## config.mk

```make
export PLATFORM = sky130hd
export DESIGN_NAME = sfla_ctrl
export DESIGN_NICKNAME = d
export VERILOG_FILES = /design/src/sfla_pkg.sv /design/src/sfla_ctrl.sv
export SDC_FILE = /design/constraint.sdc
export NUM_CORES = 1
export LEC_CHECK = 0
export BUFFER_PORTS_ARGS = -buffer_cell sky130_fd_sc_hd__buf_2
export CELL_PAD_IN_SITES_DETAIL_PLACEMENT = 0
export CELL_PAD_IN_SITES_GLOBAL_PLACEMENT = 1
export CORE_AREA = 2 2 39 41
export DETAILED_ROUTE_END_ITERATION = 8
export DIE_AREA = 0 0 41 43
export GPL_TIMING_DRIVEN = 1
export PLACE_DENSITY_LB_ADDON = 0.1
export SYNTH_ARGS = -nofsm -noshare
export SYNTH_HDL_FRONTEND = slang
export SYNTH_SLANG_ARGS = --single-unit
export TNS_END_PERCENT = 5
```

## constraint.sdc

```tcl
create_clock -name clk -period 1.44 [get_ports clk]
set_input_delay 0.144 -clock clk [delete_from_list [all_inputs] [get_ports clk]]
set_output_delay 0.144 -clock clk [all_outputs]
set_load 0.005 [all_outputs]
```

## src/sfla_pkg.sv

```systemverilog
// ----------------------------------------------------------------------------
// sfla_pkg: shared types and codes for the slot free list allocator.
// Holds the command and result beat structs, the operation, status and
// membership codes, the controller state type and the control bundles.
// ----------------------------------------------------------------------------
package sfla_pkg;

	localparam int SLOT_W  = 8;
	localparam int COUNT_W = 9;

	typedef enum logic [1:0] {
		MODE_ALLOC  = 2'd0,
		MODE_FREE   = 2'd1,
		MODE_ADD    = 2'd2,
		MODE_REMOVE = 2'd3
	} sfla_mode_t;

	typedef enum logic [1:0] {
		STS_OK           = 2'd0,
		STS_NO_FREE      = 2'd1,
		STS_BAD_INDEX    = 2'd2,
		STS_WRONG_MEMBER = 2'd3
	} sfla_status_t;

	typedef enum logic [1:0] {
		MEM_NONE  = 2'd0,
		MEM_FREE  = 2'd1,
		MEM_ALLOC = 2'd2
	} sfla_member_t;

	typedef enum logic [1:0] {
		S_SWEEP,
		S_IDLE,
		S_EXEC,
		S_LINK
	} sfla_state_t;

	typedef struct packed {
		logic [1:0]        mode;
		logic [SLOT_W-1:0] slot_index;
	} sfla_in_t;

	typedef struct packed {
		logic [SLOT_W-1:0]  slot;
		logic [1:0]         status;
		logic [COUNT_W-1:0] free_count;
	} sfla_out_t;

	typedef struct packed {
		logic accept;
		logic sweep;
		logic exec;
		logic link;
	} sfla_cmd_t;

	typedef struct packed {
		logic sweep_last;
		logic need_link;
	} sfla_stat_t;

endpackage

```

## src/sfla_ctrl.sv

```systemverilog
// ----------------------------------------------------------------------------
// sfla_ctrl: sequencing state machine of the slot free list allocator.
// Runs the initialisation sweep, then reads, executes and, for appends,
// finishes the link of each accepted command beat.
// ----------------------------------------------------------------------------
module sfla_ctrl (
	input  logic                clk,
	input  logic                arst_n,
	input  logic                start,
	input  logic                cfg_wr_en,
	input  sfla_pkg::sfla_stat_t stat,
	output sfla_pkg::sfla_cmd_t  cmd,
	output logic                busy
);

	import sfla_pkg::*;

	sfla_state_t state_q;
	sfla_state_t state_d;

	always_ff @(posedge clk or negedge arst_n) begin
		if (!arst_n) begin
			state_q <= S_SWEEP;
		end else begin
			state_q <= state_d;
		end
	end

	always_comb begin
		cmd     = '0;
		busy    = 1'b1;
		state_d = state_q;
		case (state_q)
			S_SWEEP: begin
				cmd.sweep = 1'b1;
				if (stat.sweep_last) begin
					state_d = S_IDLE;
				end
			end
			S_IDLE: begin
				busy = 1'b0;
				if (start) begin
					cmd.accept = 1'b1;
					state_d    = S_EXEC;
				end
			end
			S_EXEC: begin
				cmd.exec = 1'b1;
				state_d  = stat.need_link ? S_LINK : S_IDLE;
			end
			S_LINK: begin
				cmd.link = 1'b1;
				state_d  = S_IDLE;
			end
			default: begin
				state_d = S_IDLE;
			end
		endcase
		if (cfg_wr_en) begin
			state_d = S_SWEEP;
		end
	end

endmodule

```

==> results of run 1 <==
[metal layers]
| layer | share of wire | vias up |
|---|---|---|
| met5 | 0 | - |
| met4 | 0 | 0 |
| met3 | 0.071 | 0 |
| met2 | 0.56 | 6 |
| met1 | 0.37 | 101 |
| li1 | - | 107 |
[layout by cell type (no fill, tap or decap), types with 2 or more instances in the layout]
master	instances
sky130_fd_sc_hd__ha_2	3
sky130_fd_sc_hd__dfrtp_1	2
sky130_fd_sc_hd__buf_4	6
sky130_fd_sc_hd__buf_2	10
sky130_fd_sc_hd__inv_2	2
sky130_fd_sc_hd__clkbuf_4	3
sky130_fd_sc_hd__nor2b_4	2
sky130_fd_sc_hd__inv_1	2
[power groups by stage]
stage / Sequential, mW / Clock, mW / Combinational (mW)
3_3_place_gp: 0.0681 / 0 / 0.0920
6_report: 0.0675 / 0.126 / 0.118
2_1_floorplan: 0.0673 / 0 / 0.0489
3_5_place_dp: 0.0682 / 0 / 0.0900
4_1_cts: 0.0671 / 0.137 / 0.111
5_1_grt: 0.0681 / 0.147 / 0.132
[worst max-delay path, stage by stage, from the launching register on]
cell,delay [ps]
sky130_fd_sc_hd__dfrtp_1,400
sky130_fd_sc_hd__inv_2,70
sky130_fd_sc_hd__ha_2,180
sky130_fd_sc_hd__nor2b_4,120
sky130_fd_sc_hd__or4b_4,480
sky130_fd_sc_hd__a21oi_2,130
[final timing paths]
path,from,endpoint,slack [ps],depth (start not counted)
worst max register to register,state_q[0]$_DFFE_PN0P_,state_q[1]$_DFFE_PN0P_,-20,5
worst min register to register,state_q[1]$_DFFE_PN0P_,state_q[1]$_DFFE_PN0P_,730,3
min in group asynchronous,arst_n,state_q[0]$_DFFE_PN0P_,230,2
worst max-delay path,state_q[0]$_DFFE_PN0P_,state_q[1]$_DFFE_PN0P_,-20,5
max in group asynchronous,arst_n,state_q[1]$_DFFE_PN0P_,1110,2
worst min-delay path,cfg_wr_en,state_q[1]$_DFFE_PN0P_,100,2
[per-stage QoR]
step | instances | worst slack [ps] | total power [mW] | hold WS [ps] | area (um^2)
global route | 57 | -79.4 | 0.347 | 83.0 | 387
floorplan | 21 | -9.24 | 0.116 | -152 | 211
detailed placement | 50 | -103 | 0.158 | -70.0 | 304
global placement | 50 | -144 | 0.160 | -70.8 | 304
finish | 57 | -22.9 | 0.311 | 97.6 | 387
CTS | 56 | -24.5 | 0.315 | 79.6 | 377
[repair_timing]
| action | CTS | global route |
|---|---|---|
| endpoints found under the setup margin | 1 | 3 |
| hold buffers | 1 | 0 |
| cloned | 0 | 0 |
| buffers inserted | 2 | 1 |
| endpoints found under the hold margin | 2 | 0 |
| gates resized for setup | 6 | 1 |
| pin swaps | 3 | 0 |
[logic make-up (layout without fill, tap and decap cells)]
| group | Yosys count | after routing | synth area share |
|---|---|---|---|
| flops | 2 | 2 | 0.242 |
| fa+ha+maj | 5 | 5 | 0.303 |
| buf+inv | 4 | 24 | 0.0727 |
| simple gates | 5 | 5 | 0.206 |
| compound gates | 5 | 5 | 0.176 |
[layout make-up]
cell class	instances	area share
flip-flops and latches	2	0.129
well taps	16	0.0518
multi-input cells	15	0.450
inverters	4	0.0388
repair buffers	17	0.272
clock buffers	3	0.0583
==> run summary, run 1 <==
Synth Instances -> 21
Starting Density -> 0.149
Asr flop ratio synth -> 1.00
Synth Net Count -> 32
Wire length of the first global-routing pass -> 924 um
Total Routed Length -> 564 um
Proportion of total power due to net switching -> 0.283
GR met3 Demand/Resource -> 0.0628
Max frequency -> 684 MHz
Measured slew at the worst slew-check pin -> 183 ps
Power share of the sequential group -> 0.217
Ranking of synthesized cells by area -> sky130_fd_sc_hd__ha_1 30%, sky130_fd_sc_hd__dfrtp_1 24%, sky130_fd_sc_hd__a21oi_4 7.9%
Pin count of the biggest net entering global routing -> 5
Number of sinks handled by clock tree synthesis -> 2
Post-synth EDFFs -> 0
Crit path DAT -> 1610 ps
RSZ-0062 raised after global routing -> true
Largest Register -> state_q
DRC violations left -> 0
Post-layout util -> 0.279
Cell types with the highest counts after synthesis -> 5 x sky130_fd_sc_hd__ha_1, 4 x sky130_fd_sc_hd__inv_1, 2 x sky130_fd_sc_hd__a21oi_1, 2 x sky130_fd_sc_hd__dfrtp_1
Number of vias in the routed layout -> 214
Synthesized area -> 206 um^2
Number of pins exceeding their max-slew limit in the final report -> 0
Final setup viols -> 1
Wirelength per Cell -> 9.89 um
Clk network pwr share -> 0.404
Net switching component of the power -> 87.9 uW
First-pass detailed-route iteration total -> 2
FF+latch count, synth -> 2
Most numerous cell in the Yosys netlist -> sky130_fd_sc_hd__ha_1
Global-route total usage across every layer -> 0.0863
Share of the yosys chip area belonging to registers -> 0.242
Number of antenna violations at the first check in global routing -> 0
Fin Setup TNS -> -22.9 ps
Most utilized layer in the global route result -> met2
Clock Tree Root -> sky130_fd_sc_hd__clkbuf_4
Startpoint Class -> flop
Top_reg_cell synth -> sky130_fd_sc_hd__dfrtp_1
Post-Syn Area per Cell -> 9.83 um^2
Count of distinct cell types in the synthesized netlist -> 12
Clock slew at reported path FFs -> 30 ps
Site Rows -> 14
Maximum root-to-sink buffer count -> 2
Combined area of the multi-input logic cells -> 174 um^2
Worst-path fanout max -> 4
PwrDens -> 804 nW/um^2
Horizontal extent of the die -> 41 um
Number of maximum-capacitance violations -> 0
Number of global-route vias before repair -> 259
Class of the worst hold path -> in2reg
Antenna Nets Post-Route -> 0
Leakage -> 0.194 nW
Count of warnings emitted by yosys -> 0
Total number of H-tree levels -> 1
Global routing usage on met1 -> 0.0643
Number of top-level design ports -> 11
Required time of the critical path -> 1590 ps
Comb power frac -> 0.378
Clock buffer count from CTS -> 3
Critical path start-end classification -> reg2reg
Largest area contributor in the synthesized netlist -> sky130_fd_sc_hd__ha_1
Internal cell power -> 223 uW
Post-DP HPWL -> 398 um
Met2 global-route usage -> 0.119
Antenna cell count -> 0
Weighted congestion reported at the end of routability-driven placement -> 0.661
Category of the worst setup path capture point -> flop
Violated checks -> setup timing
Combined flip-flop and latch cell area -> 50.0 um^2
Number of flip-flops in the largest register -> 2
Top-area cell type share of the netlist area -> 0.303
Result of the run -> finished with violations
Final critical-path setup slack -> -22.9 ps
Ratio of final minimum period to clock period -> 1.02
Registers with the most flip-flops -> state_q: 2 flops
Layout cells sized above 1 -> 0.732
Clock tree from TritonCTS -> yes
Peak VDD IR -> 0.314 mV
Filler instances -> 159
Height of the die -> 43 um
Area enclosed by the die boundary -> 1760 um^2
Port buffer count -> 10
Area added between synthesis and finish -> 87.3%
Final Hold Violating Endpoints -> 0
Total congestion overflow after global routing -> 0
Final critical delay including setup and external delays -> 1460 ps
Count of nets after finishing -> 54
Maximum clock skew at final layout -> 5.51 ps
Core region area -> 1380 um^2
Worst-case headroom to the max-slew limit -> 0.877
Routed via count divided by cell count -> 3.75
1st-iter DRT viols -> 1
Clock insertion delay at the later pin of the skew report -> 230 ps
Note: power is estimated with default switching activity, not from simulation.
==> run 2: changes to the inputs <==
--- a/config.mk
+++ b/config.mk
@@ -5,6 +5,7 @@
 export SDC_FILE = /design/constraint.sdc
 export NUM_CORES = 1
 export LEC_CHECK = 0
+export ABC_AREA = 1
 export BUFFER_PORTS_ARGS = -buffer_cell sky130_fd_sc_hd__buf_2
 export CELL_PAD_IN_SITES_DETAIL_PLACEMENT = 0
 export CELL_PAD_IN_SITES_GLOBAL_PLACEMENT = 1
@@ -13,6 +14,7 @@
 export DIE_AREA = 0 0 41 43
 export GPL_TIMING_DRIVEN = 1
 export PLACE_DENSITY_LB_ADDON = 0.1
+export SKIP_CTS_REPAIR_TIMING = 1
 export SYNTH_ARGS = -nofsm -noshare
 export SYNTH_HDL_FRONTEND = slang
 export SYNTH_SLANG_ARGS = --single-unit
==> run summary, run 2 <==
Result of the run -> finished, final reports clean
Synthesized area -> 208 um^2
Synth Instances -> 29
Reg2reg path depth -> 6
PwrDens -> 981 nW/um^2
Share of the yosys chip area belonging to registers -> 0.241
Antenna Nets Post-Route -> 0
Leakage -> 0.197 nW
Core region area -> 1380 um^2
Total congestion overflow after global routing -> 0
Largest Register -> state_q
Post-layout util -> 0.224
Final setup viols -> 0
Wire length of the first global-routing pass -> 779 um
Worst setup timing slack at the placement stage -> 307 ps
Count of distinct cell types in the synthesized netlist -> 8
Clock Tree Root -> sky130_fd_sc_hd__clkbuf_4
Ratio of final minimum period to clock period -> 0.857
Largest area contributor in the synthesized netlist -> sky130_fd_sc_hd__ha_1
Crit path DAT -> 1090 ps
Asr flop ratio synth -> 1.00
Port buffer count -> 10
Fin Setup TNS -> 0 ps
Critical path start-end classification -> reg2out
Highest-count cells in the layout ignoring fill and taps -> 10 x sky130_fd_sc_hd__buf_2, 8 x sky130_fd_sc_hd__inv_1, 6 x sky130_fd_sc_hd__nand2_1
Number of vias in the routed layout -> 215
Layout cells sized above 1 -> 0.372
Synth Net Count -> 40
Number of pins exceeding their max-slew limit in the final report -> 0
WHS Endpoint -> state_q[0]$_DFFE_PN0P_
Weighted congestion reported at the end of routability-driven placement -> 0.765
Number of maximum-capacitance violations -> 0
Area added between synthesis and finish -> 49.4%
DRC violations left -> 0
First-pass detailed-route iteration total -> 4
Top-area cell type share of the netlist area -> 0.301
Cell depth of the worst hold path -> 4
Maximum root-to-sink buffer count -> 2
Clock insertion delay at the later pin of the skew report -> 220 ps
Number of top-level design ports -> 11
Ranking of synthesized cells by area -> sky130_fd_sc_hd__ha_1 30%, sky130_fd_sc_hd__dfrtp_1 24%, sky130_fd_sc_hd__inv_1 14%
Category of the worst setup path capture point -> primary output
Clock tree from TritonCTS -> yes
Pin count of the biggest net entering global routing -> 6
FF+latch count, synth -> 2
Antenna cell count -> 0
R2r setup slk -> 310 ps
Area enclosed by the die boundary -> 1760 um^2
Source of the worst hold timing path -> cfg_wr_en
Clock buffer count from CTS -> 3
Wirelength per Cell -> 7.73 um
Registers with the most flip-flops -> state_q: 2 flops
Class of the worst hold path -> in2reg
Commonest non-fill, non-tap cell in the layout -> sky130_fd_sc_hd__buf_2
Count of nets after finishing -> 56
Startpoint Class -> flop
Measured slew at the worst slew-check pin -> 164 ps
Number of sinks handled by clock tree synthesis -> 2
Starting Density -> 0.150
Routed via count divided by cell count -> 3.64
Post-DP HPWL -> 391 um
Max frequency -> 810 MHz
Post-synth EDFFs -> 0
Final critical-path setup slack -> 205 ps
Worst-case headroom to the max-slew limit -> 0.891
Maximum clock skew at final layout -> 3.49 ps
Site Rows -> 14
Total Routed Length -> 456 um
Final critical delay including setup and external delays -> 1230 ps
Global-route total usage across every layer -> 0.0741
Top_reg_cell synth -> sky130_fd_sc_hd__dfrtp_1
Peak VDD IR -> 0.479 mV
Horizontal extent of the die -> 41 um
Worst-path fanout max -> 4
Clock slew at reported path FFs -> 30 ps
RSZ-0062 raised after global routing -> false
Total number of H-tree levels -> 1
Height of the die -> 43 um
Cell types with the highest counts after synthesis -> 8 x sky130_fd_sc_hd__inv_1, 6 x sky130_fd_sc_hd__nand2_1, 5 x sky130_fd_sc_hd__ha_1
Number of flip-flops in the largest register -> 2
Count of warnings emitted by yosys -> 0
Post-Syn Area per Cell -> 7.16 um^2
Final Hold Violating Endpoints -> 0
1st-iter DRT viols -> 3
Number of antenna violations at the first check in global routing -> 0
Required time of the critical path -> 1300 ps
Number of global-route vias before repair -> 205
Worst R2R End -> state_q[1]$_DFFE_PN0P_
Most numerous cell in the Yosys netlist -> sky130_fd_sc_hd__inv_1
Origin of the critical flop-to-flop path -> state_q[0]$_DFFE_PN0P_
run 2: changes by cell type in the layout (fill, tap and decap cells not counted), moves of 2 or more:
| cell | previous run | this run |
|---|---|---|
| sky130_fd_sc_hd__nand2_1 | 0 | 6 |
| sky130_fd_sc_hd__ha_2 | 3 | 0 |
| sky130_fd_sc_hd__nand3_1 | 0 | 2 |
| sky130_fd_sc_hd__ha_1 | 1 | 5 |
| sky130_fd_sc_hd__inv_1 | 2 | 8 |
| sky130_fd_sc_hd__nand2_2 | 0 | 3 |
| sky130_fd_sc_hd__nor2b_4 | 2 | 0 |
| sky130_fd_sc_hd__inv_2 | 2 | 0 |
| sky130_fd_sc_hd__buf_4 | 6 | 0 |
run 2: cell type report:
| type | count | area, um^2 |
|---|---|---|
| timing repair buffer | 11 | 60.1 |
| clock buffer | 3 | 22.5 |
| multi-input combinational | 19 | 128 |
| tap | 16 | 20.0 |
| fill | 162 | 1070 |
| sequential | 2 | 50.0 |
| inverter | 8 | 30.0 |
run 2: power breakdown:
| group | switching [mW] | leakage (nW) | internal (mW) |
|---|---|---|---|
| Sequential | 0.0102 | 0.0266 | 0.0645 |
| Combinational | 0.0582 | 0.156 | 0.0492 |
| Clock | 0.0304 | 0.0138 | 0.0918 |
| Total | 0.0989 | 0.197 | 0.205 |
run 2: routing by layer:
layer | part of all wire | GRT usage
met5 | 0 | 0
met2 | 0.50 | 0.0875
met4 | 0 | 0.0800
met1 | 0.42 | 0.0799
met3 | 0.079 | 0.0471
run 2: cell families (layout without fill, tap and decap cells):
kind of cell,count (synthesis),after routing,share of synthesized area
simple gates,14,14,0.313
fa+ha+maj,5,5,0.301
flops,2,2,0.241
buf+inv,8,22,0.145
run 2: worst max-delay path: stages (launching register included):
cell	delay [ps]
sky130_fd_sc_hd__dfrtp_1	380
sky130_fd_sc_hd__inv_1	90
sky130_fd_sc_hd__ha_1	200
sky130_fd_sc_hd__nand2_1	60
sky130_fd_sc_hd__inv_1	30
sky130_fd_sc_hd__buf_2	110
run 2: how the worst max path moves through the flow:
stage	from	end	slack (ps)	cells past startpoint
2_1_floorplan	state_q[0]$_DFFE_PN0P_	state_q[1]$_DFFE_PN0P_	400	6
3_3_place_gp	state_q[0]$_DFFE_PN0P_	state_q[1]$_DFFE_PN0P_	310	6
3_5_place_dp	state_q[0]$_DFFE_PN0P_	state_q[1]$_DFFE_PN0P_	310	6
4_1_cts	state_q[1]$_DFFE_PN0P_	cmd[3]	170	5
5_1_grt	state_q[1]$_DFFE_PN0P_	cmd[3]	90	5
6_report	state_q[1]$_DFFE_PN0P_	cmd[3]	210	5
run 2: through the flow:
| stage | instance area, um^2 | hold WS (ps) | cells | power (mW) |
|---|---|---|---|---|
| after floorplan | 208 | -152 | 29 | 0.142 |
| after global placement | 278 | -71.9 | 55 | 0.187 |
| after detailed placement | 278 | -71.0 | 55 | 0.185 |
| after CTS | 300 | -314 | 58 | 0.317 |
| after global routing | 310 | 242 | 59 | 0.341 |
| final | 310 | 218 | 59 | 0.304 |
